### src/hw/rtl/weighted_round_robin_backend_pick_defines.svh
// Assertion macros for the backend pick block.
// Depends on a clock named clk and an active-low reset named arst_n in the including scope.
`ifndef WEIGHTED_ROUND_ROBIN_BACKEND_PICK_DEFINES_SVH
`define WEIGHTED_ROUND_ROBIN_BACKEND_PICK_DEFINES_SVH

// same-cycle implication
`define WRRBP_ASSERT_NOW(label, ante, cons, msg) \
	label: assert property (@(posedge clk) disable iff (!arst_n) (ante) |-> (cons)) \
		else $error(msg);

// next-cycle implication
`define WRRBP_ASSERT_NEXT(label, ante, cons, msg) \
	label: assert property (@(posedge clk) disable iff (!arst_n) (ante) |=> (cons)) \
		else $error(msg);

`endif

### src/hw/rtl/wrrbp_pkg.sv
// Shared types, codes and helpers for the backend pick block.
// No dependencies.
`default_nettype none

package wrrbp_pkg;

	localparam int IDX_W    = 4;
	localparam int TYPE_W   = 2;
	localparam int STATE_W  = 3;
	localparam int WEIGHT_W = 4;
	localparam int STAT_W   = 2;
	localparam int ACT_W    = 2;
	localparam int ROT_W    = 32;
	localparam int WEIGHT_ALL_ONES = (1 << WEIGHT_W) - 1;

	localparam logic [ACT_W-1:0] ACT_WRITE   = 2'd0;
	localparam logic [ACT_W-1:0] ACT_MODIFY  = 2'd1;
	localparam logic [ACT_W-1:0] ACT_PICK_RO = 2'd2;
	localparam logic [ACT_W-1:0] ACT_PICK_RW = 2'd3;

	localparam logic [STAT_W-1:0] STAT_OK     = 2'd0;
	localparam logic [STAT_W-1:0] STAT_NONE   = 2'd1;
	localparam logic [STAT_W-1:0] STAT_REJECT = 2'd2;

	localparam logic [TYPE_W-1:0] TYPE_RW = 2'd1;
	localparam logic [TYPE_W-1:0] TYPE_RO = 2'd2;

	localparam logic [STATE_W-1:0] HEALTH_UNKNOWN = 3'd0;
	localparam logic [STATE_W-1:0] HEALTH_UP      = 3'd1;

	// stored slot contents; presence lives in flops outside the RAM
	typedef struct packed {
		logic [WEIGHT_W-1:0] weight;
		logic [STATE_W-1:0]  health;
		logic [TYPE_W-1:0]   kind;
	} entry_t;

	localparam int ENTRY_W = $bits(entry_t);

	typedef enum logic [7:0] {
		S_IDLE   = 8'b0000_0001,
		S_WRITE  = 8'b0000_0010,
		S_MODRD  = 8'b0000_0100,
		S_MODCHK = 8'b0000_1000,
		S_SCAN1  = 8'b0001_0000,
		S_DIV    = 8'b0010_0000,
		S_SCAN2  = 8'b0100_0000,
		S_RESULT = 8'b1000_0000
	} fsm_t;

	function automatic logic slot_usable(input entry_t e, input logic [TYPE_W-1:0] want);
		slot_usable = (e.kind == want) &&
			((e.health == HEALTH_UP) || (e.health == HEALTH_UNKNOWN));
	endfunction

endpackage

`default_nettype wire

### src/hw/rtl/wrrbp_ram.sv
// Generic single-write, single-read RAM with registered read data.
// No dependencies.
`default_nettype none

module wrrbp_ram #(
	parameter int WIDTH = 8,
	parameter int DEPTH = 16
) (
	input  wire                      clk,
	input  wire                      we,
	input  wire [$clog2(DEPTH)-1:0]  waddr,
	input  wire [WIDTH-1:0]          wdata,
	input  wire                      re,
	input  wire [$clog2(DEPTH)-1:0]  raddr,
	output logic [WIDTH-1:0]         rdata
);

	logic [WIDTH-1:0] mem_q [DEPTH];

	always_ff @(posedge clk) begin
		if (we) begin
			mem_q[waddr] <= wdata;
		end
		if (re) begin
			rdata <= mem_q[raddr];
		end
	end

endmodule

`default_nettype wire

### src/hw/rtl/wrrbp_mod.sv
// Bit-serial remainder unit: 32-bit dividend modulo a small divisor, one bit per cycle.
// Depends on wrrbp_pkg.
`default_nettype none

module wrrbp_mod #(
	parameter int DIV_W = 5
) (
	input  wire                        clk,
	input  wire                        arst_n,
	input  wire                        start,
	input  wire [wrrbp_pkg::ROT_W-1:0] dividend,
	input  wire [DIV_W-1:0]            divisor,
	output logic                       done,
	output logic [DIV_W-1:0]           rem
);
	import wrrbp_pkg::*;

	localparam int STEP_W = $clog2(ROT_W + 1);

	logic              busy_q;
	logic [STEP_W-1:0] step_q;
	logic [ROT_W-1:0]  dvd_q;
	logic [DIV_W-1:0]  dvs_q;
	logic [DIV_W-1:0]  rem_q;
	logic              done_q;

	logic [DIV_W:0]    trial;
	logic              fits;
	logic [DIV_W-1:0]  rem_d;

	assign trial = {rem_q, dvd_q[ROT_W-1]};
	assign fits  = trial >= {1'b0, dvs_q};
	assign rem_d = fits ? DIV_W'(trial - {1'b0, dvs_q}) : DIV_W'(trial);

	always_ff @(posedge clk or negedge arst_n) begin
		if (!arst_n) begin
			busy_q <= 1'b0;
			step_q <= '0;
			done_q <= 1'b0;
		end else begin
			done_q <= busy_q && (step_q == STEP_W'(1));
			if (start) begin
				busy_q <= 1'b1;
				step_q <= STEP_W'(ROT_W);
			end else if (busy_q) begin
				step_q <= step_q - STEP_W'(1);
				if (step_q == STEP_W'(1)) begin
					busy_q <= 1'b0;
				end
			end
		end
	end

	always_ff @(posedge clk) begin
		if (start) begin
			dvd_q <= dividend;
			dvs_q <= divisor;
			rem_q <= '0;
		end else if (busy_q) begin
			dvd_q <= {dvd_q[ROT_W-2:0], 1'b0};
			rem_q <= rem_d;
		end
	end

	assign done = done_q;
	assign rem  = rem_q;

endmodule

`default_nettype wire

### src/hw/rtl/weighted_round_robin_backend_pick.sv
// Backend pick table: slot writes, compare-and-swap modifies, rotating and first-fit picks.
// Depends on wrrbp_pkg, wrrbp_ram, wrrbp_mod and weighted_round_robin_backend_pick_defines.svh.
//
//  channel | dir | handshake          | payload
//  --------+-----+--------------------+------------------------------------------------
//  s_      | in  | s_tvalid/s_tready  | s_tuser: action; s_tdata: index..old_state
//  m_      | out | m_tvalid/m_tready  | m_tdata: status, picked_index
//  cfg_    | in  | cfg_we             | cfg_wdata: prio_en
//
// One item at a time; a write runs S_WRITE, S_RESULT and a modify S_MODRD, S_MODCHK, S_RESULT before m_tvalid.
// Read-write pick: one table scan, one table read per cycle through the single RAM read port.
// Read-only pick: a weight/count scan, the bit-serial remainder unit, then a second scan
// to locate the position; with no eligible slot it ends after the first scan.
// Reset clears presence flops, the rotation counter and mode at once; no clearing pass.
// A finished result sits in the output register; the next item is taken while it waits.
`default_nettype none

module weighted_round_robin_backend_pick #(
	parameter int TABLE_ENTRIES = 16,
	parameter int WEIGHT_LIMIT  = 15
) (
	input  wire         clk,
	input  wire         arst_n,
	// slave side
	input  wire         s_tvalid,
	output logic        s_tready,
	input  wire  [23:0] s_tdata,   // entry_index[3:0], entry_type[5:4], entry_state[8:6],
	                               // entry_weight[12:9], check_old[13], old_state[16:14]
	input  wire  [1:0]  s_tuser,   // action[1:0]
	// master side
	output logic        m_tvalid,
	input  wire         m_tready,
	output logic [7:0]  m_tdata,   // status[1:0], picked_index[5:2]
	// configuration
	input  wire         cfg_we,
	input  wire         cfg_wdata  // prio_en
);
	import wrrbp_pkg::*;

	`include "weighted_round_robin_backend_pick_defines.svh"

	localparam int AW = $clog2(TABLE_ENTRIES);
	localparam int CW = $clog2(TABLE_ENTRIES + 1);
	localparam int XW = AW + IDX_W + 1;
	localparam int WCAP_I = (WEIGHT_LIMIT > WEIGHT_ALL_ONES) ? WEIGHT_ALL_ONES : WEIGHT_LIMIT;
	localparam logic [WEIGHT_W-1:0] W_CAP = WEIGHT_W'(WCAP_I);

	// FSM and control
	fsm_t              state_q, state_d;
	logic              prio_q;
	logic [TABLE_ENTRIES-1:0] present_q;
	logic [ROT_W-1:0]  rot_q;
	logic [AW:0]       iss_q;      // next slot to read during a scan
	logic              vld_s1;     // RAM data for idx_s1 arrives this cycle
	logic [AW-1:0]     idx_s1;
	logic              any_q;
	logic              found_q;
	logic [CW-1:0]     nall_q;     // active slots of the requested type
	logic [CW-1:0]     ntop_q;     // of those, at the highest weight
	logic [CW-1:0]     seen_q;
	logic              m_tvalid_q;

	// captured item and working payload
	logic [ACT_W-1:0]    act_q;
	logic [IDX_W-1:0]    idx_q;
	logic [TYPE_W-1:0]   typ_q;
	logic [STATE_W-1:0]  st_q;
	logic [WEIGHT_W-1:0] wt_q;
	logic                chk_q;
	logic [STATE_W-1:0]  old_q;
	logic [WEIGHT_W-1:0] top_q;
	logic [AW-1:0]       pick_q;
	logic [CW-1:0]       num_q;
	logic [CW-1:0]       pos_q;
	logic [STAT_W-1:0]   res_st_q;
	logic [7:0]          m_tdata_q;

	// RAM ports
	logic                ram_we, ram_re;
	logic [AW-1:0]       ram_waddr, ram_raddr;
	entry_t              ram_wdata;
	logic [ENTRY_W-1:0]  ram_rdata;
	entry_t              rd_ent;

	// datapath terms
	logic                in_accept;
	logic                scanning, issue, scan_end;
	logic                in_range;
	logic [AW-1:0]       idx_addr;
	logic [WEIGHT_W-1:0] w_clamp;
	logic [TYPE_W-1:0]   want_type;
	logic                slot_on, slot_elig;
	logic [CW-1:0]       num_sel;
	logic                mod_ok;
	logic                ld_res;
	logic                mod_start, mod_done;
	logic [CW-1:0]       mod_rem;

	assign s_tready  = (state_q == S_IDLE);
	assign in_accept = s_tvalid && s_tready;

	assign idx_addr = AW'(idx_q);
	assign in_range = XW'(idx_q) < XW'(TABLE_ENTRIES);
	assign w_clamp  = (wt_q > W_CAP) ? W_CAP : wt_q;

	assign scanning = (state_q == S_SCAN1) || (state_q == S_SCAN2);
	assign issue    = scanning && (iss_q < (AW+1)'(TABLE_ENTRIES));
	assign scan_end = scanning && (iss_q == (AW+1)'(TABLE_ENTRIES)) && !vld_s1;

	assign rd_ent    = entry_t'(ram_rdata);
	assign want_type = (act_q == ACT_PICK_RW) ? TYPE_RW : TYPE_RO;
	assign slot_on   = vld_s1 && present_q[idx_s1] && slot_usable(rd_ent, want_type);
	assign slot_elig = slot_on && (!prio_q || (rd_ent.weight == top_q));
	assign num_sel   = prio_q ? ntop_q : nall_q;

	// CAS: for a present, in-range slot, a same-state modify or an unchecked one always passes
	assign mod_ok = in_range && present_q[idx_addr] &&
		(!chk_q || (rd_ent.health == st_q) || (rd_ent.health == old_q));

	assign ld_res = (state_q == S_RESULT) && (!m_tvalid_q || m_tready);

	assign mod_start = (state_q == S_SCAN1) && scan_end && (act_q == ACT_PICK_RO) &&
		(num_sel != '0);

	// RAM control
	always_comb begin
		ram_re    = issue || (state_q == S_MODRD);
		ram_raddr = (state_q == S_MODRD) ? idx_addr : iss_q[AW-1:0];
		ram_waddr = idx_addr;
		ram_we    = ((state_q == S_WRITE) && in_range) || ((state_q == S_MODCHK) && mod_ok);
		ram_wdata.kind   = typ_q;
		ram_wdata.health = st_q;
		ram_wdata.weight = (state_q == S_WRITE) ? w_clamp : rd_ent.weight;
	end

	// next state
	always_comb begin
		state_d = state_q;
		case (state_q)
			S_IDLE: begin
				if (in_accept) begin
					case (s_tuser)
						ACT_WRITE:  state_d = S_WRITE;
						ACT_MODIFY: state_d = S_MODRD;
						default:    state_d = S_SCAN1;
					endcase
				end
			end
			S_WRITE:  state_d = S_RESULT;
			S_MODRD:  state_d = S_MODCHK;
			S_MODCHK: state_d = S_RESULT;
			S_SCAN1: begin
				if (scan_end) begin
					state_d = mod_start ? S_DIV : S_RESULT;
				end
			end
			S_DIV: begin
				if (mod_done) begin
					state_d = S_SCAN2;
				end
			end
			S_SCAN2: begin
				if (scan_end) begin
					state_d = S_RESULT;
				end
			end
			S_RESULT: begin
				if (ld_res) begin
					state_d = S_IDLE;
				end
			end
			default: state_d = S_IDLE;
		endcase
	end

	// control registers
	always_ff @(posedge clk or negedge arst_n) begin
		if (!arst_n) begin
			state_q    <= S_IDLE;
			prio_q     <= 1'b0;
			present_q  <= '0;
			rot_q      <= '0;
			iss_q      <= '0;
			vld_s1     <= 1'b0;
			any_q      <= 1'b0;
			found_q    <= 1'b0;
			nall_q     <= '0;
			ntop_q     <= '0;
			seen_q     <= '0;
			m_tvalid_q <= 1'b0;
		end else begin
			state_q <= state_d;
			if (cfg_we) begin
				prio_q <= cfg_wdata;
			end
			if ((state_q == S_WRITE) && in_range) begin
				present_q[idx_addr] <= 1'b1;
			end

			vld_s1 <= issue;
			if (issue) begin
				iss_q <= iss_q + (AW+1)'(1);
			end

			if (in_accept) begin
				iss_q   <= '0;
				any_q   <= 1'b0;
				found_q <= 1'b0;
				nall_q  <= '0;
				ntop_q  <= '0;
			end

			// pass one: counts and first hit
			if ((state_q == S_SCAN1) && slot_on) begin
				any_q  <= 1'b1;
				nall_q <= nall_q + CW'(1);
				if (!any_q || (rd_ent.weight > top_q)) begin
					ntop_q <= CW'(1);
				end else if (rd_ent.weight == top_q) begin
					ntop_q <= ntop_q + CW'(1);
				end
				if (!found_q) begin
					found_q <= 1'b1;
				end
			end

			if ((state_q == S_DIV) && mod_done) begin
				iss_q   <= '0;
				seen_q  <= '0;
				found_q <= 1'b0;
			end

			// pass two: walk to the rotation position
			if ((state_q == S_SCAN2) && slot_elig && !found_q) begin
				seen_q <= seen_q + CW'(1);
				if (seen_q == pos_q) begin
					found_q <= 1'b1;
				end
			end
			if ((state_q == S_SCAN2) && scan_end) begin
				rot_q <= rot_q + ROT_W'(1);
			end

			if (ld_res) begin
				m_tvalid_q <= 1'b1;
			end else if (m_tready) begin
				m_tvalid_q <= 1'b0;
			end
		end
	end

	// payload registers
	always_ff @(posedge clk) begin
		idx_s1 <= iss_q[AW-1:0];
		if (in_accept) begin
			act_q  <= s_tuser;
			idx_q  <= s_tdata[3:0];
			typ_q  <= s_tdata[5:4];
			st_q   <= s_tdata[8:6];
			wt_q   <= s_tdata[12:9];
			chk_q  <= s_tdata[13];
			old_q  <= s_tdata[16:14];
			pick_q <= '0;
		end
		if ((state_q == S_SCAN1) && slot_on) begin
			if (!any_q || (rd_ent.weight > top_q)) begin
				top_q <= rd_ent.weight;
			end
			if (!found_q) begin
				pick_q <= idx_s1;
			end
		end
		if ((state_q == S_SCAN2) && slot_elig && !found_q && (seen_q == pos_q)) begin
			pick_q <= idx_s1;
		end
		if (mod_start) begin
			num_q <= num_sel;
		end
		if ((state_q == S_DIV) && mod_done) begin
			pos_q <= mod_rem;
		end

		case (state_q)
			S_WRITE:  res_st_q <= STAT_OK;
			S_MODCHK: res_st_q <= mod_ok ? STAT_OK : STAT_REJECT;
			S_SCAN1: begin
				if (scan_end) begin
					res_st_q <= (act_q == ACT_PICK_RW) ?
						(found_q ? STAT_OK : STAT_NONE) : STAT_NONE;
				end
			end
			S_SCAN2:  res_st_q <= STAT_OK;
			default:  res_st_q <= res_st_q;
		endcase

		if (ld_res) begin
			m_tdata_q <= {2'b00, IDX_W'(pick_q), res_st_q};
		end
	end

	assign m_tvalid = m_tvalid_q;
	assign m_tdata  = m_tdata_q;

	wrrbp_ram #(
		.WIDTH (ENTRY_W),
		.DEPTH (TABLE_ENTRIES)
	) u_table (
		.clk   (clk),
		.we    (ram_we),
		.waddr (ram_waddr),
		.wdata (ram_wdata),
		.re    (ram_re),
		.raddr (ram_raddr),
		.rdata (ram_rdata)
	);

	wrrbp_mod #(
		.DIV_W (CW)
	) u_mod (
		.clk      (clk),
		.arst_n   (arst_n),
		.start    (mod_start),
		.dividend (rot_q),
		.divisor  (num_sel),
		.done     (mod_done),
		.rem      (mod_rem)
	);

	// checks
	`WRRBP_ASSERT_NOW(a_no_overwrite, ld_res, !m_tvalid_q || m_tready,
		"result loaded over a pending item")
	`WRRBP_ASSERT_NOW(a_rem_in_range, mod_done, mod_rem < num_q,
		"rotation position beyond eligible count")
	`WRRBP_ASSERT_NEXT(a_rot_advance, (state_q == S_SCAN2) && scan_end,
		rot_q == $past(rot_q) + ROT_W'(1), "rotation counter did not advance")
	`WRRBP_ASSERT_NOW(a_pick_present,
		ld_res && (res_st_q == STAT_OK) && ((act_q == ACT_PICK_RO) || (act_q == ACT_PICK_RW)),
		present_q[pick_q], "picked slot is absent")
	`WRRBP_ASSERT_NOW(a_scan_found, (state_q == S_SCAN2) && scan_end, found_q,
		"second pass missed the rotation position")

endmodule

`default_nettype wire
### config.mk
export PLATFORM = sky130hd
export DESIGN_NAME = weighted_round_robin_backend_pick
export DESIGN_NICKNAME = d
export VERILOG_FILES = /design/src/hw/rtl/wrrbp_pkg.sv /design/src/hw/rtl/wrrbp_ram.sv /design/src/hw/rtl/wrrbp_mod.sv /design/src/hw/rtl/weighted_round_robin_backend_pick.sv
export VERILOG_INCLUDE_DIRS = /design/src /design/src/hw/rtl
export SDC_FILE = /design/constraint.sdc
export NUM_CORES = 1
export LEC_CHECK = 0
export ABC_AREA = 1
export BUFFER_PORTS_ARGS = -buffer_cell sky130_fd_sc_hd__buf_4
export CAP_MARGIN = 20
export CORE_UTILIZATION = 35
export DETAILED_ROUTE_END_ITERATION = 8
export GPL_TIMING_DRIVEN = 0
export SLEW_MARGIN = 10
export SYNTH_ARGS = -nofsm -noshare
export SYNTH_HDL_FRONTEND = slang
export SYNTH_HIERARCHICAL = 1
export SYNTH_SLANG_ARGS = --single-unit
### constraint.sdc
create_clock -name clk -period 4.1 [get_ports clk]
set_clock_uncertainty 0.2 [all_clocks]
set_input_delay 1.23 -clock clk [delete_from_list [all_inputs] [get_ports clk]]
set_output_delay 1.23 -clock clk [all_outputs]
set_load 0.05 [all_outputs]
* Word level (Yosys, flattened, before mapping)
Memory sizes are Yosys's and may differ from the RTL's. A register that Yosys moved wholly into a read port is not among the register bits. Cells that the tools add are included.
Storage, ports and cells: register bits after elaboration 175, memory bits (writable) 144, input bits 32, output and inout bits 10, logic and storage cells 181, memories 1
Memory list:
- u_table.mem_q | depth 16, width 9, read ports 1, clocked after Yosys merged registers in 1, write ports 1, line wrrbp_ram.sv:18 | logic [WIDTH-1:0] mem_q [DEPTH];
Operators by class: add/subtract/negate cells 7, $lt $le $gt $ge 7, equality and inequality tests 24, muxes and demuxes 59, bitwise operators 1, reductions and logical operators 51
Operators with widths (count):
- $mux 5 | 13
- $mux 32 | 2
- $pmux 8 s7 | 1
- $mux 8 | 6
- $add 32x1->32 const B | 1
- $mux 4 | 7
- $logic_and 1x1->1 | 22
- $add 5x1->5 const B | 4
- $mux 1 | 20
- $or 16x16->16 | 1
- $mux 6 | 2
- $lt 4x5->1 const B | 2
- $pmux 5 s2 | 1
- $logic_or 1x1->1 | 9
- $bmux 1 s4 | 2
- $eq 8x1->1 const B | 1
- $eq 8x2->1 const B | 1
- $eq 8x3->1 const B | 1
- $eq 8x4->1 const B | 1
- $eq 8x5->1 const B | 1
- $eq 8x6->1 const B | 1
- $eq 8x7->1 const B | 1
- $eq 8x8->1 const B | 1
- $reduce_bool 2->1 | 4
- 29 further kinds | 44

* Depth between registers and ports, before layout
Gate-level depths: netlist (run 1).
depth in word-level cells 10, mapped depth 16, gate-level depth less buffers 13

* Cells and area by module
Netlist (run 1), hierarchy kept.
By module, submodules not included:
- wrrbp_ram | times used 1, cells an instance 615, area each 6592.6 sq um, seq. area each 4594.4 sq um
- weighted_round_robin_backend_pick | times used 1, cells an instance 774, area each 6553.8 sq um, seq. area each 3269.4 sq um
- wrrbp_mod | times used 1, cells an instance 264, area each 2372.3 sq um, seq. area each 1411.4 sq um

* Least setup slack after synthesis (run 1)
No wires, ideal clock.
kind flip-flop to flip-flop, start point register state_q[1], end point register u_mod.dvd_q[0], enable pin, library setup time 0.388 ns, arrival 2.249 ns, data required time 3.512 ns, slack 1.263 ns, cell stages (with the launch flop) 11, path buffers 1, clock period less this slack 2.837 ns, path through dfrtp_1 nor2_2 nand3_2 inv_2 nand4_4 inv_1 nand4_1 inv_1 buf_4 nor2_2 inv_1
Between the ends: longest elaborated chain between the ends 8, elaborated cells on any way between the ends 9, those cells by class eq/ne (2); reduce/logical (7)
RTL lines:
- start: declaration | line weighted_round_robin_backend_pick.sv:49 | fsm_t state_q, state_d;
- start signal: assignment | line weighted_round_robin_backend_pick.sv:192 | state_q <= state_d;
- $eq 8x5->1 / $eq 8x7->1 (equally long branches) | line weighted_round_robin_backend_pick.sv:106, weighted_round_robin_backend_pick.sv:122
- $logic_or 1x1->1 | line weighted_round_robin_backend_pick.sv:106 | assign scanning = (state_q == S_SCAN1) || (state_q == S_SCAN2);
- $logic_and 1x1->1 (2 in a row) | line weighted_round_robin_backend_pick.sv:108 | assign scan_end = scanning && (iss_q == (AW+1)'(TABLE_ENTRIES)) && !vld_s1;
- $logic_and 1x1->1 (*) (3 in a row) | line weighted_round_robin_backend_pick.sv:122 | assign mod_start = (state_q == S_SCAN1) && scan_end && (act_q == ACT_PICK_RO) &&
- via mod_start | line weighted_round_robin_backend_pick.sv:96 | logic mod_start, mod_done;
- $reduce_bool 2->1 (no line) (*)
- end signal: assignment | line wrrbp_mod.sv:56 | dvd_q <= dividend;
- end signal: assignment | line wrrbp_mod.sv:60 | dvd_q <= {dvd_q[ROT_W-2:0], 1'b0};
- end: declaration | line wrrbp_mod.sv:22 | logic [ROT_W-1:0] dvd_q;
Mark *: on every way through the listed nets, which the timed path passes. The rest lies on a longest branch. A chain may end at the register's enable or synchronous reset.

* Worst setup path after layout (run 1)
start point register idx_q[1] (netlist: idx_addr[1]), end point memory u_table/mem_q[5][3] (netlist name), enable pin
Between the ends: longest elaborated chain between the ends 7
RTL lines:
- start: declaration | line weighted_round_robin_backend_pick.sv:65 | logic [IDX_W-1:0] idx_q;
- start signal: assignment | line weighted_round_robin_backend_pick.sv:257 | idx_q <= s_tdata[3:0];
- $bmux 1 s4 | line weighted_round_robin_backend_pick.sv:117 | assign mod_ok = in_range && present_q[idx_addr] &&
- $mux 1 (not written as such) | line weighted_round_robin_backend_pick.sv:117
- $logic_and 1x1->1 | line weighted_round_robin_backend_pick.sv:117
- $logic_and 1x1->1 | line weighted_round_robin_backend_pick.sv:130 | ram_we = ((state_q == S_WRITE) && in_range) || ((state_q == S_MODCHK) && mod_ok);
- $logic_or 1x1->1 | line weighted_round_robin_backend_pick.sv:130
- via ram_we | line weighted_round_robin_backend_pick.sv:79 | logic ram_we, ram_re;
- $mux 1 | line wrrbp_ram.sv:21 | if (we) begin
- $mux 1 (not written as such) | line wrrbp_ram.sv:22 | mem_q[waddr] <= wdata;
- end: declaration | line wrrbp_ram.sv:18
The timed path passes the listed nets, and every way through them passes these cells. The select of a mux whose other input is x is not followed.

==> results of run 1 <==
[area by class of cell]
cell class	instances	area [µm²]
repair buffers	35	310
flip-flops and latches	328	9280
clock buffers	50	1100
clock inverters	22	260
multi-input cells	1023	4950
inverters	259	985
fillers	4231	25400
well taps	585	732
plain buffers	44	320
[sequential cells by signal, indices dropped and copies added, names as in the netlist, 3 cells and up]
| register | cells |
|---|---|
| idx_addr | 4 |
| idx_s1 | 4 |
| iss_q | 5 |
| m_tdata | 6 |
| nall_q | 5 |
| ntop_q | 5 |
| old_q | 3 |
| pick_q | 4 |
| pos_q | 5 |
| present_q | 16 |
| rot_q | 32 |
| seen_q | 5 |
| st_q | 3 |
| state_q | 8 |
| top_q | 4 |
| u_mod/dvd_q | 32 |
| u_mod/dvs_q | 5 |
| u_mod/rem | 5 |
| u_mod/step_q | 6 |
| u_table/mem_q | 144 |
| u_table/rdata | 9 |
| wt_q | 4 |
[worst register-to-register path: cells and delay by family (launching register included)]
family | cells | cell delay (ps)
DFF | 1 | 620
AOI/OAI and AO/OA | 1 | 260
and+or+nand+nor | 9 | 2230
[worst paths after layout]
path                       slack (ps)                            end  cells past startpoint                  start
max in group asynchronous        2520         state_q[0]$_DFFE_PN1P_                      2                 arst_n
hold reg to reg                   230           m_tdata[4]$_DFFE_PP_                      0      pick_q[2]$_DFF_P_
min in group asynchronous         480    u_mod/step_q[1]$_DFFE_PN0P_                      1                 arst_n
setup reg to reg                  400  u_table/mem_q[5][3]$_DFFE_PP_                     10  idx_addr[1]$_DFFE_PP_
setup / recovery                  400  u_table/mem_q[5][3]$_DFFE_PP_                     10  idx_addr[1]$_DFFE_PP_
hold / removal                    230           m_tdata[4]$_DFFE_PP_                      0      pick_q[2]$_DFF_P_
[placed cells by master (no fill, tap or decap), types with 17 or more instances in the layout]
cell / netlist / routed
xor2_1: 28 / 28
dfrtp_1: 88 / 88
nand2_1: 527 / 527
inv_1: 249 / 248
ha_1: 17 / 17
edfxtp_1: 226 / 226
nand3_1: 202 / 202
clkbuf_16: 0 / 41
xnor2_1: 20 / 20
o21ai_0: 34 / 33
nand4_1: 17 / 17
buf_4: 16 / 48
nor3_1: 30 / 30
nor2_1: 67 / 67
[per-stage QoR]
step | setup WS [ps] | util | instances | area [µm²] | power, mW
final | 396 | 0.413 | 2346 | 17900 | 10.3
after global routing | 215 | 0.413 | 2346 | 17900 | 10.8
after CTS | 477 | 0.413 | 2346 | 17900 | 10.4
after detailed placement | 539 | 0.382 | 2274 | 16600 | 6.72
after global placement | 529 | 0.380 | 2271 | 16500 | 6.63
after floorplan | 1260 | - | 1654 | 15500 | 5.81
[kinds of logic after synthesis]
logic type               after synthesis  share of synthesized area
AND/OR/NAND/NOR                      888                      0.252
flip-flops                           328                      0.598
buffers and inverters                303                     0.0841
AO/OA/AOI/OAI                         67                     0.0239
XOR/XNOR                              48                     0.0271
adder cells (fa/ha/maj)               18                     0.0150
other                                  1                   0.000242
[layer usage]
layer	up-vias	part of all wire	GRT usage
li1	5501	-	-
met1	5279	0.45	0.225
met2	285	0.46	0.271
met3	72	0.058	0.0329
met4	0	0.029	0.0675
met5	-	0	0
[where the power goes]
part	total [mW]	internal, mW	switching (mW)
sequential	4.21	3.96	0.244
clock	3.63	2.23	1.40
combinational	2.47	0.767	1.70
total	10.3	6.95	3.35
==> impl_results.md, run 1 <==
* Status: finished clean
* Ys flop type: edfxtp_1
* Final ANT Viol Nets at 0
* CP Data Arrival Time at 3660 ps
* Num rows at 76
* Port Buffers at 32
* Final hold violation count at 0
* PwrDens at 575 nW/µm²
* Tot GR Track Use at 0.169
* CTS tree: done
* Top cells by count, synth: nand2_1, inv_1, edfxtp_1
* Routed wire length at 36900 µm
* Synthesized cell area at 15500 µm²
* CP cell instances: nor2_1 -> a22oi_1 -> nand2_1 -> nand2_1 -> nand2_1 -> nor3_1 -> nand3_1 -> nand2_1 -> nand3b_1 -> nor2_1
* # resized after CTS at 0
* Final Max Slew Viols at 0
* Worst hold margin at 233 ps
* Min Tclk post-route at 3700 ps
* Ys Warns at 6
* N_diodes at 0
* DPL Wire Length at 25400 µm
* First-pass GRT wire length at 59000 µm
* Share of the synthesized area in the top cell type at 0.437
* Data required time of the worst path at 4060 ps
* Peak VDD IR at 0.000360 V
* Seq/Total Area, Yosys at 0.598
* Pin count of the biggest net entering global routing at 51
* Hold WC Path Type: flop to flop
* Top-count cell post-synth: nand2_1
* Via/cell ratio at 4.75
* Drt drc at 0
* Gate Count Post-Synth at 1653
* Clock latency on the worst-skew pair at 550 ps
* Maximum clock frequency at 0.270 GHz
* Crit path capture type: flop
* Worst path bufs/invs at 0
* RSZ-0062 raised after global routing: no
* CTS Sinks at 328
* I/O pin count at 42
* Least-Margin Pin Slew at 1100 ps
* Clock Pin Slew Worst Setup and Hold Paths at 60 ps
* Crit Path Class: flop to flop
* Final setup viols at 0
* Die height at 213 µm
* Layout Nets at 1780
* Clk root buf: clkbuf_16
* EDFF count, synth at 226
* Largest delay share family, worst path: simple AND/OR/NAND/NOR gates
* Core area at 43400 µm²
* Slew Limit Headroom at 0.267
* Sum of negative setup slack at 0 ps
* Die area at 45200 µm²
* Layout area overhead at 15.5%
* Setup Buffers After CTS at 0
* CP max stage delay at 870 ps
* Total number of vias at 11100
* Post-synth ARST share at 0.271
* Detailed Route Iter0 Violations at 1024
* Initial Utilization at 0.358
* Lkg Pwr at 8.06 nW
* #FFs+latches synth at 328
* Setup crit start kind: flop
* First-pass DRT Iterations at 5
* GR Overflow Total at 0
* Most frequent CP cell: nand2_1
* H-Tree Depth at 2
* Syn Area/Cell at 9.39 µm²
* CTS buffer count at 39
* Antenna violations before repair at 0
* Vias in the first global route at 11000
* CP max-delay cell: nor2_1
* Routed WL per cell at 15.7 µm
* Distinct cells, synth at 47
* Crit share post-route at 0.904
* Gpl congestion at 0.878
* Longest Clk Path Bufs at 3
* Cell taking the most area after synthesis: edfxtp_1
* Layout cell share with drive strength beyond 1 at 0.104
* Synth area leaders: edfxtp_1, dfrtp_1, nand2_1, nand3_1, inv_1
* Die Width at 213 µm
* Cts hold-fix bufs at 0
* CP max FO at 9
* Max capacitance violation total at 0
No activity file was read; power rests on OpenSTA's default activity.
==> run 2, diff against run 1 <==
Settings changed: RECOVER_POWER set to 100.
==> impl_results.md, run 2 (synthesis gave the netlist of run 1 again) <==
* Status: finished with violations
* Failing checks: capacitance limit, slew limit
* Routed WL per cell at 15.7 µm
* Clk root buf: clkbuf_16
* Cts hold-fix bufs at 0
* Maximum clock frequency at 0.270 GHz
* Register with the most flip-flops: u_table/mem_q
* Critical Path Source: state_q[7]$_DFFE_PN0P_
* Port Buffers at 32
* Die Width at 213 µm
* Crit Path Class: flop to flop
* Clock Pin Slew Worst Setup and Hold Paths at 60 ps
* CTS Sinks at 328
* Util after Layout at 0.408
* Placed Area at 16600 µm²
* I/O pin count at 42
* Die area at 45200 µm²
* Peak VDD IR at 0.000360 V
* Layout area overhead at 14.0%
* Worst r2r src: state_q[7]$_DFFE_PN0P_
* Num rows at 76
* Longest Clk Path Bufs at 3
* Setup Buffers After CTS at 0
* First-pass GRT wire length at 59000 µm
* Final ANT Viol Nets at 0
* CP Data Arrival Time at 3670 ps
* Lkg Pwr at 7.90 nW
* Data required time of the worst path at 4060 ps
* Layout Nets at 1780
* First-pass DRT Iterations at 5
* Max capacitance violation total at 1
* CP max FO at 9
* Final hold violation count at 0
* CTS buffer count at 39
* Via/cell ratio at 4.76
* Slew Limit Headroom at -0.589
* Detailed Route Iter0 Violations at 972
* PwrDens at 577 nW/µm²
* Hold WC Path Type: flop to flop
* Gpl congestion at 0.878
* Core area at 43400 µm²
* Fin area at 17700 µm²
* GR Overflow Total at 0
* Pin count of the biggest net entering global routing at 51
* Clock latency on the worst-skew pair at 550 ps
* Most frequent cells in the layout: nand2_1, inv_1, edfxtp_1
* RSZ-0062 raised after global routing: no
* DPL Wire Length at 25400 µm
* Total number of vias at 11200
* Tot GR Track Use at 0.169
* Antenna violations before repair at 0
* Final setup viols at 0
* Max reg flops at 144
* Drt drc at 0
* Worst hold margin at 233 ps
* Sum of negative setup slack at 0 ps
* # resized after CTS at 0
* Crit share post-route at 0.905
* Regs by FF count: u_table/mem_q (144), rot_q (32), u_mod/dvd_q (32)
* Final Max Slew Viols at 40
* Min Tclk post-route at 3710 ps
* H-Tree Depth at 2
* Routed wire length at 36900 µm
* Vias in the first global route at 11000
* Hold Startpoint: pick_q[2]$_DFF_P_
* Least-Margin Pin Slew at 2380 ps
* Layout cell share with drive strength beyond 1 at 0.0761
* Commonest non-fill, non-tap cell in the layout: nand2_1
* CTS tree: done
* Initial Utilization at 0.358
* N_diodes at 0
* Die height at 213 µm
* Crit path capture type: flop
* Setup crit start kind: flop
run 2: worst paths after layout:
check                           depth (start not counted)                             to  slack (ps)
max in group asynchronous                               1           rot_q[3]$_DFFE_PN0P_        1130
worst max register to register                          7  u_table/mem_q[5][3]$_DFFE_PP_         390
min in group asynchronous                               1    u_mod/step_q[1]$_DFFE_PN0P_        1210
worst min register to register                          0           m_tdata[4]$_DFFE_PP_         230
worst min-delay path                                    0           m_tdata[4]$_DFFE_PP_         230
worst max-delay path                                    7  u_table/mem_q[5][3]$_DFFE_PP_         390
run 2: metal layers:
layer | wire length (µm) | track usage | vias up | share of wire
li1 | - | - | 5496 | -
met1 | 16700 | 0.225 | 5298 | 0.45
met2 | 16900 | 0.271 | 287 | 0.46
met3 | 2230 | 0.0329 | 76 | 0.060
met4 | 1100 | 0.0675 | 0 | 0.030
met5 | 0 | 0 | - | 0
run 2: power breakdown:
part | leakage, nW | total, mW | switching (mW) | internal [mW]
combinational | 3.86 | 2.38 | 1.67 | 0.709
clock | 0.668 | 3.63 | 1.40 | 2.23
sequential | 3.37 | 4.20 | 0.238 | 3.96
run 2: critical path, stage by stage, from the launching register on:
cell      delay [ps]
dfrtp_1          410
nor2_1           190
nand3_1          150
nor4_1           640
inv_1            330
nand2_1          330
nand3b_1         180
nor2_1           880
run 2: through the flow:
step	std cells	setup WS (ps)	power [mW]
3_3_place_gp	2271	529	6.63
3_5_place_dp	2274	539	6.72
4_1_cts	2346	477	10.4
2_1_floorplan	1654	1260	5.81
6_report	2346	391	10.2
5_1_grt	2346	214	10.7
run 2: layout make-up:
type / count / area, µm²
Clock inverter: 22 / 260
Sequential cell: 328 / 9280
Buffer: 44 / 295
Fill cell: 4274 / 25700
Tap cell: 585 / 732
Multi-Input combinational cell: 1023 / 4820
Inverter: 259 / 985
Clock buffer: 50 / 1100
Timing Repair Buffer: 35 / 219
==> run 3, diff against run 2 <==
Settings changed: ABC_AREA 1 to not set.
==> impl_results.md, run 3 <==
* DPL Wire Length at 19200 µm
* Clock Pin Slew Worst Setup and Hold Paths at 60 ps
* Grt peak-use layer: met2
* H-Tree Depth at 2
* Final hold violation count at 0
* Core area at 39700 µm²
* Status: finished clean
* Via/cell ratio at 5.00
* Ys Warns at 6
* Detailed Route Iter0 Violations at 421
* Reg2reg end: u_table/rdata[0]$_DFFE_PP_
* Final ANT Viol Nets at 0
* Fill count at 3651
* Met3 Track Usage GR at 0.0255
* Layout cell share with drive strength beyond 1 at 0.175
* Crit share post-route at 0.969
* Worst path bufs/invs at 3
* Max capacitance violation total at 0
* Top cells by count, synth: edfxtp_1, dfrtp_1, nand2_1
* GR Overflow Total at 0
* Met2 GRT Util at 0.229
* Least-Margin Pin Slew at 1450 ps
* Die area at 41100 µm²
* CP max stage delay at 570 ps
* Final setup viols at 0
* Maximum clock frequency at 0.252 GHz
* Pin count of the biggest net entering global routing at 56
* Regs by FF count: u_table/mem_q (144), rot_q (32), u_mod/dvd_q (32)
* Total power at 9.70 mW
* Most frequent CP cell: nand2_1
* Layout area overhead at 14.5%
* Clk root buf: clkbuf_16
* Routed wire length at 28300 µm
* Hold Path Cell Cnt at 0
* Share of the synthesized area in the top cell type at 0.482
* Vias in the first global route at 7851
* Lkg Pwr at 5.98 nW
* CTS Sinks at 328
* First-pass GRT wire length at 44800 µm
* Max reg flops at 144
* First-pass DRT Iterations at 7
* Gate Count Post-Synth at 923
* RSZ-0062 raised after global routing: no
* CP max FO at 10
* Top-count cell post-synth: edfxtp_1
* Distinct cells, synth at 85
* Ys flop type: edfxtp_1
* Gpl congestion at 0.769
* Routed WL per cell at 18.2 µm
* Syn Area/Cell at 15.3 µm²
* Worst R2R Setup Slack at 130 ps
* Tot GR Track Use at 0.142
* Worst r2r src: state_q[5]$_DFFE_PN0P_
* Multi-input gate area at 4430 µm²
* Worst hold margin at 221 ps
* Synthesized cell area at 14100 µm²
* Seq/Total Area, Yosys at 0.658
* Setup Buffers After CTS at 0
* GR met1 Demand/Resource at 0.195
* I/O pin count at 42
* N_diodes at 0
* PwrDens at 601 nW/µm²
* Longest Clk Path Bufs at 3
* Most frequent cells in the layout: edfxtp_1, dfrtp_1, nand2_1
* Hold Startpoint: res_st_q[0]$_DFFE_PP_
* Die height at 203 µm
* Register Area at 9280 µm²
* Initial Utilization at 0.355
* Port Buffers at 32
* # resized after CTS at 0
* Slack of the critical path at 128 ps
* Drt drc at 0
* Slew Limit Headroom at 0.0350
* Synth area leaders: edfxtp_1, dfrtp_1, mux4_2, mux2_2, mux4_1
* Num rows at 73
* Commonest non-fill, non-tap cell in the layout: edfxtp_1
* Final Max Slew Viols at 0
* Cell taking the most area after synthesis: edfxtp_1
* Hold WC Path Type: flop to flop
* Antenna violations before repair at 0
* Crit Path Class: flop to flop
* Post-synth ARST share at 0.271
* Total number of vias at 7760
* EDFF count, synth at 226
* CTS tree: done
* Pre-CTS setup slack at 170 ps
* Min Tclk post-route at 3970 ps
* Setup crit start kind: flop
* CP Data Arrival Time at 4020 ps
* Register with the most flip-flops: u_table/mem_q
* Data required time of the worst path at 4150 ps
* CTS buffer count at 36
* CP max-delay cell: or4_4
* CP cell instances: or4_4 -> nor3_1 -> nand3b_1 -> inv_1 -> nand2_1 -> o21ai_0 -> clkbuf_8 -> clkbuf_1 -> mux4_2 -> a22oi_1 -> nand2_1
* Peak VDD IR at 0.000265 V
* Clock latency on the worst-skew pair at 520 ps
* Layout Nets at 1049
* Die Width at 203 µm
* Largest delay share family, worst path: simple AND/OR/NAND/NOR gates
* Crit path capture type: flop
* Worst reg2reg path depth at 11
* Cts hold-fix bufs at 0
* #FFs+latches synth at 328
* Worst Hold End: m_tdata[0]$_DFFE_PP_
[run 3: cell count changes in the layout (fill, tap and decap cells not counted), sizes merged, moves of 24 or more]
| cell | delta |
|---|---|
| inv | -223 |
| mux4 | +41 |
| nor2 | -24 |
| nand3 | -176 |
| nand2 | -467 |
| mux2 | +41 |
[run 3: worst reg2reg max path, delay by kind of cell, from the launching register on]
family                 cells  cell delay [ps]
AND/OR/NAND/NOR            5             1290
buffers and inverters      3              990
flip-flops                 1              430
multiplexers               1              410
AO/OA/AOI/OAI              2              390
[run 3: metal layers]
layer / up-vias / routed length [µm]
met2: 146 / 13400
met4: 0 / 533
met3: 40 / 1220
met1: 3930 / 13100
met5: - / 0
li1: 3644 / -
[run 3: layout make-up]
cell class / instances / area share
flip-flops and latches: 328 / 0.575
multi-input cells: 533 / 0.274
clock buffers: 47 / 0.0603
well taps: 525 / 0.0407
clock inverters: 19 / 0.0155
repair buffers: 37 / 0.0140
plain buffers: 29 / 0.0123
inverters: 34 / 0.00814
[run 3: how the worst max path moves through the flow]
stage                                    end  cells after the start  slack [ps]                   start
2_1_floorplan   u_mod/dvd_q[0]$_SDFFCE_PN0P_                     10         800    iss_q[0]$_DFFE_PN0P_
3_3_place_gp   u_table/mem_q[0][2]$_DFFE_PP_                      7        -180   idx_addr[0]$_DFFE_PP_
3_5_place_dp       u_mod/dvd_q[22]$_DFFE_PP_                     11         170    iss_q[0]$_DFFE_PN0P_
4_1_cts             u_mod/dvd_q[1]$_DFFE_PP_                     11         160    iss_q[0]$_DFFE_PN0P_
5_1_grt           u_table/rdata[1]$_DFFE_PP_                     11          10  state_q[5]$_DFFE_PN0P_
6_report          u_table/rdata[0]$_DFFE_PP_                     11         130  state_q[5]$_DFFE_PN0P_
[run 3: cell families after synthesis]
kind of cell    count (synthesis)  synth area share
flops                         328             0.658
mux                            97             0.113
simple gates                  258            0.0994
buf+inv                        63            0.0240
fa+ha+maj                      18            0.0165
xor+xnor                       57            0.0354
other cells                     1          0.000266
compound gates                101            0.0528
[run 3: stage by stage]
step / util / instance area (µm²) / std cells / TNS, ps
after detailed placement: 0.380 / 15100 / 1486 / 0
final: 0.406 / 16100 / 1552 / 0
after floorplan: - / 14100 / 924 / 0
after global routing: 0.406 / 16100 / 1552 / 0
after CTS: 0.411 / 16300 / 1552 / 0
after global placement: 0.377 / 15000 / 1481 / -4040
[run 3: power breakdown]
| group | internal [mW] | switching (mW) |
|---|---|---|
| Sequential | 4.06 | 0.329 |
| Combinational | 0.840 | 1.12 |
| Clock | 2.06 | 1.29 |
